--- src/hw/rtl/pcss_pkg.sv ---
// Package for the cathode PWM serial scanner.
// Holds field widths, default parameter values, op codes and the state type.
// No dependencies.
package pcss_pkg;

    localparam int TUBES_DEF           = 6;
    localparam int DIGITS_PER_TUBE_DEF = 10;
    localparam int COLONS_DEF          = 4;
    localparam int BRIGHT_LEVELS_DEF   = 16;

    localparam int OP_W       = 2;
    localparam int TUBE_W     = 3;
    localparam int DIGIT_W    = 4;
    localparam int COLON_W    = 3;
    localparam int VALUE_W    = 8;
    localparam int TIME_W     = 32;
    localparam int BIDX_W     = 6;
    localparam int LAMPS_W    = 8;
    localparam int POS_W      = 6;
    localparam int VEC_W      = 64;
    // wide enough for tube * digits + digit at the largest parameter values
    localparam int IDX_FULL_W = 7;

    typedef enum logic [OP_W-1:0] {
        OP_SET_LEVEL  = 2'd0,
        OP_SET_POS    = 2'd1,
        OP_SET_COLON  = 2'd2,
        OP_TICK       = 2'd3
    } t_op;

    typedef enum logic [1:0] {
        ST_IDLE,
        ST_PHASE,
        ST_SCAN,
        ST_SHIFT
    } t_state;

endpackage

--- src/hw/rtl/pwm_cathode_serial_scanner_core.sv ---
// Top level of the cathode PWM serial scanner.
// Depends on pcss_pkg.
//
// Write items give no output. A tick runs the bit-serial phase (time modulo
// levels), then scans the level and position memories one cathode a cycle,
// then shifts out one output bit per cycle (up to 64) while the sink is
// ready. One item in flight at a time. Synchronous active-low reset restores
// all cathode levels and bit positions at once through per-entry valid bits
// and resets the colon levels directly; no clearing pass.
module pwm_cathode_serial_scanner_core #(
    parameter int TUBES           = pcss_pkg::TUBES_DEF,
    parameter int DIGITS_PER_TUBE = pcss_pkg::DIGITS_PER_TUBE_DEF,
    parameter int COLONS          = pcss_pkg::COLONS_DEF,
    parameter int BRIGHT_LEVELS   = pcss_pkg::BRIGHT_LEVELS_DEF
) (
    input  logic                           i_clk,
    input  logic                           i_rst_n,
    input  logic                           i_valid,
    output logic                           o_ready,
    input  logic [pcss_pkg::OP_W-1:0]      i_op,
    input  logic [pcss_pkg::TUBE_W-1:0]    i_tube_index,
    input  logic [pcss_pkg::DIGIT_W-1:0]   i_digit_index,
    input  logic [pcss_pkg::COLON_W-1:0]   i_colon_index,
    input  logic [pcss_pkg::VALUE_W-1:0]   i_value,
    input  logic [pcss_pkg::TIME_W-1:0]    i_time_ms,
    output logic                           o_valid,
    input  logic                           i_ready,
    output logic                           o_serial_bit,
    output logic [pcss_pkg::BIDX_W-1:0]    o_bit_index,
    output logic                           o_last,
    output logic [pcss_pkg::LAMPS_W-1:0]   o_colon_lamps
);
    import pcss_pkg::*;

    localparam int ELEMENTS = TUBES * DIGITS_PER_TUBE;
    localparam int NBITS    = (ELEMENTS > VEC_W) ? VEC_W : ELEMENTS;
    localparam int ELEM_W   = (ELEMENTS > 1) ? $clog2(ELEMENTS) : 1;
    localparam int CNT_W    = ($clog2(ELEMENTS + 1) > 6) ? $clog2(ELEMENTS + 1) : 6;
    localparam int COL_IW   = (COLONS > 1) ? $clog2(COLONS) : 1;
    localparam int PH_W     = $clog2(BRIGHT_LEVELS);
    localparam logic [VALUE_W-1:0] LEVEL_RST = VALUE_W'(BRIGHT_LEVELS);

    t_state r_state, n_state;

    // level and position memories, with reset-state valid bits
    logic [VALUE_W-1:0] r_lvl_mem [ELEMENTS];
    logic [POS_W-1:0]   r_pos_mem [ELEMENTS];
    logic [ELEMENTS-1:0] r_lvl_vld;
    logic [ELEMENTS-1:0] r_pos_vld;
    logic [VALUE_W-1:0] r_colon_lvl [COLONS];

    logic [VALUE_W-1:0] r_rd_lvl;
    logic [POS_W-1:0]   r_rd_pos;
    logic               r_rd_ok;

    logic [TIME_W-1:0]  r_time;
    logic [PH_W-1:0]    r_ph;
    logic [CNT_W-1:0]   r_cnt;
    logic [VEC_W-1:0]   r_vec;
    logic [BIDX_W-1:0]  r_bidx;

    logic                  w_in_acc;
    logic                  w_out_acc;
    logic [IDX_FULL_W-1:0] w_idx_sum;
    logic [ELEM_W-1:0]     w_wr_idx;
    logic                  w_cath_ok;
    logic                  w_colon_ok;
    logic                  w_rd_en;
    logic [ELEM_W-1:0]     w_rd_addr;
    logic [PH_W:0]         w_ph_trial;
    logic                  w_ph_ge;
    logic [PH_W-1:0]       w_ph_next;
    logic [VALUE_W-1:0]    w_phase8;
    logic [LAMPS_W-1:0]    w_lamps;
    logic                  w_phase_done;
    logic                  w_scan_done;

    assign w_in_acc  = i_valid && o_ready;
    assign w_out_acc = o_valid && i_ready;

    assign w_idx_sum = IDX_FULL_W'(i_tube_index) * IDX_FULL_W'(DIGITS_PER_TUBE)
                     + IDX_FULL_W'(i_digit_index);
    assign w_wr_idx  = w_idx_sum[ELEM_W-1:0];
    assign w_cath_ok = ({1'b0, i_tube_index} < 4'(TUBES))
                    && (i_digit_index < DIGIT_W'(DIGITS_PER_TUBE));
    assign w_colon_ok = {1'b0, i_colon_index} < 4'(COLONS);

    assign w_rd_addr = r_cnt[ELEM_W-1:0];

    // one remainder digit per cycle: r = (2r + bit) mod levels
    assign w_ph_trial = {r_ph, r_time[TIME_W-1]};
    assign w_ph_ge    = 9'(w_ph_trial) >= 9'(BRIGHT_LEVELS);
    assign w_ph_next  = w_ph_ge ? PH_W'(9'(w_ph_trial) - 9'(BRIGHT_LEVELS))
                                : PH_W'(w_ph_trial);
    assign w_phase8   = VALUE_W'(r_ph);

    assign w_phase_done = r_cnt == CNT_W'(TIME_W - 1);
    assign w_scan_done  = r_cnt == CNT_W'(ELEMENTS);

    always_comb begin
        w_lamps = '0;
        for (int c = 0; c < COLONS; c++) begin
            w_lamps[c] = r_colon_lvl[c] > w_phase8;
        end
    end

    always_ff @(posedge i_clk) begin
        if (!i_rst_n) begin
            r_state <= ST_IDLE;
        end else begin
            r_state <= n_state;
        end
    end

    always_comb begin
        n_state = r_state;
        o_ready = 1'b0;
        o_valid = 1'b0;
        w_rd_en = 1'b0;
        unique case (r_state)
            ST_IDLE: begin
                o_ready = 1'b1;
                if (i_valid && t_op'(i_op) == OP_TICK) begin
                    n_state = ST_PHASE;
                end
            end
            ST_PHASE: begin
                if (w_phase_done) begin
                    n_state = ST_SCAN;
                end
            end
            ST_SCAN: begin
                w_rd_en = r_cnt < CNT_W'(ELEMENTS);
                if (w_scan_done) begin
                    n_state = ST_SHIFT;
                end
            end
            ST_SHIFT: begin
                o_valid = 1'b1;
                if (i_ready && r_bidx == '0) begin
                    n_state = ST_IDLE;
                end
            end
            default: n_state = ST_IDLE;
        endcase
    end

    // memories: written from idle items, read during the scan
    always_ff @(posedge i_clk) begin
        if (w_in_acc && w_cath_ok && t_op'(i_op) == OP_SET_LEVEL) begin
            r_lvl_mem[w_wr_idx] <= i_value;
        end
        if (w_in_acc && w_cath_ok && t_op'(i_op) == OP_SET_POS) begin
            r_pos_mem[w_wr_idx] <= i_value[POS_W-1:0];
        end
        if (w_rd_en) begin
            r_rd_lvl <= r_lvl_vld[w_rd_addr] ? r_lvl_mem[w_rd_addr] : LEVEL_RST;
            r_rd_pos <= r_pos_vld[w_rd_addr] ? r_pos_mem[w_rd_addr]
                                             : POS_W'(w_rd_addr);
        end
    end

    always_ff @(posedge i_clk) begin
        if (!i_rst_n) begin
            r_lvl_vld <= '0;
            r_pos_vld <= '0;
            r_rd_ok   <= 1'b0;
            for (int c = 0; c < COLONS; c++) begin
                r_colon_lvl[c] <= LEVEL_RST;
            end
        end else begin
            r_rd_ok <= w_rd_en;
            if (w_in_acc && w_cath_ok && t_op'(i_op) == OP_SET_LEVEL) begin
                r_lvl_vld[w_wr_idx] <= 1'b1;
            end
            if (w_in_acc && w_cath_ok && t_op'(i_op) == OP_SET_POS) begin
                r_pos_vld[w_wr_idx] <= 1'b1;
            end
            if (w_in_acc && w_colon_ok && t_op'(i_op) == OP_SET_COLON) begin
                r_colon_lvl[i_colon_index[COL_IW-1:0]] <= i_value;
            end
        end
    end

    // datapath for the tick
    always_ff @(posedge i_clk) begin
        case (r_state)
            ST_IDLE: begin
                r_time <= i_time_ms;
                r_ph   <= '0;
                r_cnt  <= '0;
            end
            ST_PHASE: begin
                r_time <= {r_time[TIME_W-2:0], 1'b0};
                r_ph   <= w_ph_next;
                r_cnt  <= w_phase_done ? '0 : r_cnt + 1'b1;
                r_vec  <= '1;
            end
            ST_SCAN: begin
                r_cnt <= r_cnt + 1'b1;
                // bits above NBITS-1 are shifted out unseen, so no range check
                if (r_rd_ok && r_rd_lvl > w_phase8) begin
                    r_vec[r_rd_pos] <= 1'b0;
                end
                r_bidx <= BIDX_W'(NBITS - 1);
            end
            ST_SHIFT: begin
                if (w_out_acc) begin
                    r_vec  <= {r_vec[VEC_W-2:0], 1'b1};
                    r_bidx <= r_bidx - 1'b1;
                end
            end
            default: ;
        endcase
    end

    assign o_serial_bit  = r_vec[NBITS-1];
    assign o_bit_index   = r_bidx;
    assign o_last        = r_bidx == '0;
    assign o_colon_lamps = o_last ? w_lamps : '0;

endmodule

--- config.mk ---
export PLATFORM = sky130hd
export DESIGN_NAME = pwm_cathode_serial_scanner_core
export DESIGN_NICKNAME = d
export VERILOG_FILES = /design/src/hw/rtl/pcss_pkg.sv /design/src/hw/rtl/pwm_cathode_serial_scanner_core.sv
export SDC_FILE = /design/constraint.sdc
export NUM_CORES = 1
export LEC_CHECK = 0
export ABC_AREA = 1
export BUFFER_PORTS_ARGS = -buffer_cell sky130_fd_sc_hd__buf_2
export CAP_MARGIN = 10
export CORE_MARGIN = 5
export CORE_UTILIZATION = 32
export DETAILED_ROUTE_END_ITERATION = 12
export SYNTH_ARGS = -nofsm -noshare
export SYNTH_HDL_FRONTEND = slang
export SYNTH_SLANG_ARGS = --single-unit
--- constraint.sdc ---
create_clock -name i_clk -period 6.8 [get_ports i_clk]
set_input_delay 1.02 -clock i_clk [delete_from_list [all_inputs] [get_ports i_clk]]
set_output_delay 1.02 -clock i_clk [all_outputs]
set_load 0.02 [all_outputs]
Word level (Yosys, flattened, before mapping)
Memories as Yosys holds them, arrays and structs flattened. A register that Yosys moved wholly into a read port is not among the register bits.
Cells that the tools add are included.

storage, ports and cells
  bits in registers = 241
  memory bits (writable) = 872
  output and inout bits = 18
  logic and storage cells = 116
  memories kept = 3

cells by class
  add/sub/neg operators = 4
  $mul = 1
  order comparisons = 15
  equal/unequal tests = 14
  muxes and demuxes = 40
  bitwise operators = 4
  reductions and logical operators = 25

memory list
  name         depth  width  rd ports  clocked after Yosys merged registers in  wr ports  line                                   RTL
  r_lvl_mem    60     8      1         1                                        1         pwm_cathode_serial_scanner_core.sv:46  logic [VALUE_W-1:0] r_lvl_mem [ELEMENTS];
  r_pos_mem    60     6      1         1                                        1         pwm_cathode_serial_scanner_core.sv:47  logic [POS_W-1:0] r_pos_mem [ELEMENTS];
  r_colon_lvl  4      8      4         0                                        4         pwm_cathode_serial_scanner_core.sv:50  logic [VALUE_W-1:0] r_colon_lvl [COLONS];

operator list
  cell                count
  $pmux 64 s3         1
  $mux 64             2
  $or 60x60->60       2
  $and 64x64->64      1
  $not 64->64         1
  $pmux 32 s2         1
  $gt 8x4->1          5
  $mux 6              4
  $lt 6x7->1 const B  3
  $pmux 6 s3          1
  $mux 1              16
  $logic_and 1x1->1   13
  $bmux 1 s6          2
  $demux 1 s6         2
  $ge 6x1->1 const B  2
  $ne 2x2->1 const B  6
  $pmux 6 s2          1
  $mux 2              5
  $eq 2x2->1 const B  4
  $mux 4              2
  $mux 8              1
  $pmux 2 s4          1
  $pmux 4 s2          1
  $reduce_or 8->1     1
  20 further kinds    25

Longest topological paths before layout
  word-level depth = 10
  mapped depth = 17

Worst setup path before layout
OpenSTA, ideal clock, no wires.

  kind = input port to flip-flop
  from = input port i_ready
  to = register r_vec[0], enable pin
  setup time = 568 ps
  arrival = 5,513 ps
  data required time = 6,232 ps
  slack = 720 ps
  stages = 2
  buffers on the path = 0
  cells stage by stage = nor2_1 -> a211oi_1

between the ends
  word-level cells in the longest chain between the ends = 3

RTL lines
  element                            line                                    RTL
  start, declared                    pwm_cathode_serial_scanner_core.sv:27   input logic i_ready,
  $logic_and 1x1->1                  pwm_cathode_serial_scanner_core.sv:79   assign w_out_acc = o_valid && i_ready;
  $ne 2x2->1 (no source line)        n/a
  $reduce_and 3->1 (no source line)  n/a
  end signal, assigned               pwm_cathode_serial_scanner_core.sv:209  r_vec <= {r_vec[VEC_W-2:0], 1'b1};
  end, declared                      pwm_cathode_serial_scanner_core.sv:59   logic [VEC_W-1:0] r_vec;

Every way passes these cells.
A chain may end at the register's enable or synchronous reset.

Worst setup path in the final report
  from = input port i_tube_index[0] (netlist name)
  to = memory r_lvl_mem[11][0], enable pin

between the ends
  word-level cells in the longest chain between the ends = 6
  elaborated cells between the ends (all ways) = 8
  those cells by class = add/sub: 1; mul: 1; order compare: 1; mux: 2; reduce/logical: 3

RTL lines
  element                                                              line                                   RTL
  start, declared                                                      pwm_cathode_serial_scanner_core.sv:21  input logic [pcss_pkg::TUBE_W-1:0] i_tube_index,
  parallel branches: the longest is 6 deep, another holds $add 6x4->6  n/a
  end, declared                                                        pwm_cathode_serial_scanner_core.sv:46

Several ways; the timed one is not identified.

==> flow_results.org <==
** Synthesis
- By area the synthesized netlist is led by sky130_fd_sc_hd__edfxtp_1 (63%), sky130_fd_sc_hd__nand2_1 (7.8%), sky130_fd_sc_hd__nand3_1 (5.9%), sky130_fd_sc_hd__dfxtp_1 (5.4%), sky130_fd_sc_hd__nor2_1 (4.4%).
- Number of warning messages in the yosys log :: 0
- The mapped netlist covers 47700 sq um.
- Number of unique standard cell types used by synthesis :: 39
- Counting flops and latches in the post-synthesis netlist gives 1123.
- Counting flops with an async set or reset pin after synthesis yields a share of 0%.
- In the synthesized netlist the dominant register cell turns out to be sky130_fd_sc_hd__edfxtp_1.
- A synthesized cell averages 10.5 sq um.
- Cell with the most instances after synthesis :: sky130_fd_sc_hd__edfxtp_1
- The top cell type by area accounts for 62.6% of the synthesized area.
- Counting flops with a built-in enable in the synthesized netlist gives 994.
- Synthesis produced a netlist whose cell count is 4551.
- The commonest cells after synthesis are sky130_fd_sc_hd__edfxtp_1 (994), sky130_fd_sc_hd__nand2_1 (993), sky130_fd_sc_hd__nand3_1 (562), sky130_fd_sc_hd__nor2_1 (557), sky130_fd_sc_hd__inv_1 (340).
- Post-synthesis sequential area ratio :: 68.0%
- Summed over all instances, the cell type with the most area after synthesis is sky130_fd_sc_hd__edfxtp_1.

** Worst hold path
- Hold/Removal Path Class :: register to register
- Hold Path Cell Cnt :: 2

** Layout
- Of the cells placed in the final design, the portion with a size suffix greater than 1 is 7.62%.
- The layout has 14379 filler cells.
- With fillers left out, the area of the finished cells amounts to 53800 sq um.
- Net total in the final layout :: 4623
- Compared with the post-synthesis result, the final layout area differs by 12.9%.
- Fraction of the core area covered by cells at the end of the flow :: 36.4%
- Antenna diode instance count :: 0

** Critical path
- Stage delay of the slowest cell on the critical path :: 1000 ps
- Counting cells, the worst reg-to-reg path comes to 10.
- Along the worst path, the maximum fanout reaches 16.
- Crit path DAT :: 4500 ps
- Walking the worst path, the cells encountered are buf_2, ha_1, fa_1, xor2_2, inv_2, nor3_4, nand3_1, inv_1.
- Required time at the endpoint of the critical path :: 7180 ps
- STA classifies the critical path endpoint as a register.
- Type of origin of the critical path :: input port
- The worst setup path is of the input port to register kind.
- Critical Path Slowest Stage Cell :: sky130_fd_sc_hd__xor2_2

** Power and ir drop
- Leakage power :: 19.8 nW
- Total net switching power :: 5.51 mW
- The worst-case IR drop observed on VDD is 0.206 mV.
- Dividing total power by cell area gives a power density of 336 nW/um^2.
- Final Power :: 18.1 mW
- The share of total power dissipated in combinational logic is 19.1%.
- In this run switching power makes up 30.5% of total power.
- Cell internal power was estimated by the tool at 12.6 mW.
- Of the total power, registers draw 45.3%.
- Fraction of power consumed by the clock network :: 35.6%

** Timing
- Endpoints failing hold :: 0
- Tmin final :: 4120 ps
- Transition time at the pin with the least slew margin :: 1260 ps
- Final period utilization :: 60.6%
- Peak Freq :: 243 MHz
- Setup repair after global routing missed its margin :: false
- Headroom to the max-slew limit :: 16.0%
- The final number of max-transition violations came to 0.
- Adding up every negative setup slack in the final design gives 0 ps.
- Total of endpoints with negative setup slack in the final report :: 0
- Clock tree skew after final layout :: 37.6 ps

** Placed design
- At the end of routability-driven placement, the weighted congestion stood at 0.852.
- Total placed instance area :: 49900 sq um
- Buffers on Ports :: 69
- Placed wire-length estimate :: 78.3 mm

** Routing
- In the final routed layout, each cell accounts on average for 20.2 um.
- Via count normalized by instance count :: 5.05
- After detailed routing, the total wire length is 132 mm.
- First-pass iteration count of the detailed router :: 6
- Count of unresolved DRC violations after routing :: 0
- Antenna-violating nets left :: 0
- Vias :: 33136
- Initial DRC Count :: 3799

** Global routing
- Largest net degree at the start of global routing :: 199
- Number of global-route vias before repair :: 31982
- The number of antenna violations at the first check in global routing is 4.
- Global-route wire length before repair :: 199 mm
- Combined global-route utilization of all metal layers :: 16.4%
- Summed over all layers, the global routing overflow is 0.

** Clock tree
- Post-CTS timing repair inserted 0 buffers for setup.
- Library cell used as clock root buffer :: sky130_fd_sc_hd__clkbuf_16
- CTS buffer count :: 115
- The tree built by TritonCTS fans out to 1123 sinks.
- Post-CTS repair changed the size of 0 cells.
- Clock slew seen by the registers of the worst setup and hold paths :: 60 ps
- Clock tree from TritonCTS :: done
- Clock latency on the worst-skew pair :: 720 ps
- Cts-stage hold buffer count :: 0
- The longest clock path from root to sink contains 3 buffers.
- The H-tree generated during clock tree synthesis spans 3 levels.

** Floorplan
- In this run the vertical extent of the chip is 396 um.
- Horizontal die dimension :: 396 um
- Core Box Area :: 148000 sq um
- Pin placement for this block handled 74 I/O pins.
- The die covers 157000 sq um.
- Row generation in the floorplan step produced 141 rows.
- Initial cell density of the core :: 32.2%

** Run
- Across the run, the number of max-cap violations was 0.

** Run status
- The flow ran to the end, and the final reports show no timing, DRC or antenna violations.
metrics by stage:
stage	hold slack, ps	std cells	setup WS (ps)
final	456	6564	2680
after global routing	468	6564	2510
after CTS	457	6563	2740
after detailed placement	447	6345	1990
after global placement	442	6345	2040
after floorplan	435	4554	720
per-layer routing:
metal  GRT usage [%]  vias to the layer above  share of wire [%]
met5               0                        -             0.0098
met4            4.98                        2                2.7
met3            2.74                      221                7.8
met2            26.0                     1278                 46
met1            23.1                    16112                 44
li1                -                    15523                  -
power by group through the flow:
stage / logic [mW] / registers (mW) / clock network [mW]
6_report: 3.45 / 8.18 / 6.43
5_1_grt: 3.80 / 8.21 / 6.84
4_1_cts: 3.44 / 8.18 / 6.51
3_5_place_dp: 3.42 / 8.32 / 0
3_3_place_gp: 3.39 / 8.31 / 0
2_1_floorplan: 2.26 / 8.21 / 0
logic make-up (layout without fill, tap and decap cells):
family / Yosys count / count (layout) / share of synthesized area [%]
simple gates: 2174 / 2174 / 19.0
flops: 1123 / 1123 / 68.0
fa+ha+maj: 34 / 34 / 0.908
buf+inv: 618 / 698 / 5.16
compound gates: 593 / 593 / 6.75
other cells: 1 / 4 / 0.00787
xor+xnor: 8 / 8 / 0.179
cell usage in the layout (no fill, tap or decap), types with 3 or more instances in the layout:
cell type and count:
sky130_fd_sc_hd__inv_6 4, sky130_fd_sc_hd__inv_1 338, sky130_fd_sc_hd__nand3_1 562, sky130_fd_sc_hd__clkinv_1 14, sky130_fd_sc_hd__buf_12 3, sky130_fd_sc_hd__nor3_2 8
sky130_fd_sc_hd__nor3_4 7, sky130_fd_sc_hd__clkinvlp_4 6, sky130_fd_sc_hd__inv_4 3, sky130_fd_sc_hd__o211ai_1 87, sky130_fd_sc_hd__a21oi_1 207, sky130_fd_sc_hd__clkbuf_8 11
sky130_fd_sc_hd__clkbuf_16 116, sky130_fd_sc_hd__buf_2 63, sky130_fd_sc_hd__edfxtp_1 994, sky130_fd_sc_hd__nand4_1 10, sky130_fd_sc_hd__buf_4 66, sky130_fd_sc_hd__nor3_1 24
sky130_fd_sc_hd__xor2_1 4, sky130_fd_sc_hd__bufinv_16 12, sky130_fd_sc_hd__nor4_1 5, sky130_fd_sc_hd__inv_2 3, sky130_fd_sc_hd__or2_2 5, sky130_fd_sc_hd__conb_1 4
sky130_fd_sc_hd__dfxtp_1 126, sky130_fd_sc_hd__o22ai_1 6, sky130_fd_sc_hd__o21ai_0 285, sky130_fd_sc_hd__nor2_1 554, sky130_fd_sc_hd__clkbuf_1 28, sky130_fd_sc_hd__nand2_1 993
sky130_fd_sc_hd__clkinv_2 21, sky130_fd_sc_hd__clkinv_4 6, sky130_fd_sc_hd__nor2_4 3, sky130_fd_sc_hd__ha_1 31
path summary, 6_finish.rpt:
path                                 startpoint          endpoint  slack [ps]
worst max register to register         r_cnt[3]       r_rd_pos[2]        3160
worst min register to register     r_lvl_vld[1]      r_lvl_vld[1]         460
worst max-delay path            i_tube_index[0]  r_lvl_mem[11][0]        2680
worst min-delay path               r_lvl_vld[1]      r_lvl_vld[1]         460
flip-flops by register name (all words and copies together), names as in the netlist, named ones only:
name         flops
o_bit_index      6
r_rd_pos         6
r_rd_ok          1
r_colon_lvl     32
r_pos_vld       60
r_lvl_mem      480
r_time          32
r_rd_lvl         8
r_ph             4
r_vec           60
r_state          2
r_lvl_vld       60
r_cnt            6
r_pos_mem      360
layout make-up:
| class | count | area (sq um) | share of cell area [%] |
|---|---|---|---|
| Sequential cell | 1123 | 32400 | 60.3 |
| Multi-Input combinational cell | 2813 | 12900 | 23.9 |
| Clock buffer | 155 | 3160 | 5.87 |
| Tap cell | 1930 | 2410 | 4.49 |
| Inverter | 348 | 1320 | 2.45 |
| Timing Repair Buffer | 132 | 871 | 1.62 |
| Clock inverter | 63 | 723 | 1.34 |
worst max-delay path, delay by kind of cell:
family	cells	cell delay, ps
XOR/XNOR	1	1000
adder cells (fa/ha/maj)	2	650
buffers and inverters	3	640
AND/OR/NAND/NOR	2	1130
(Power assumes the default switching activity.)
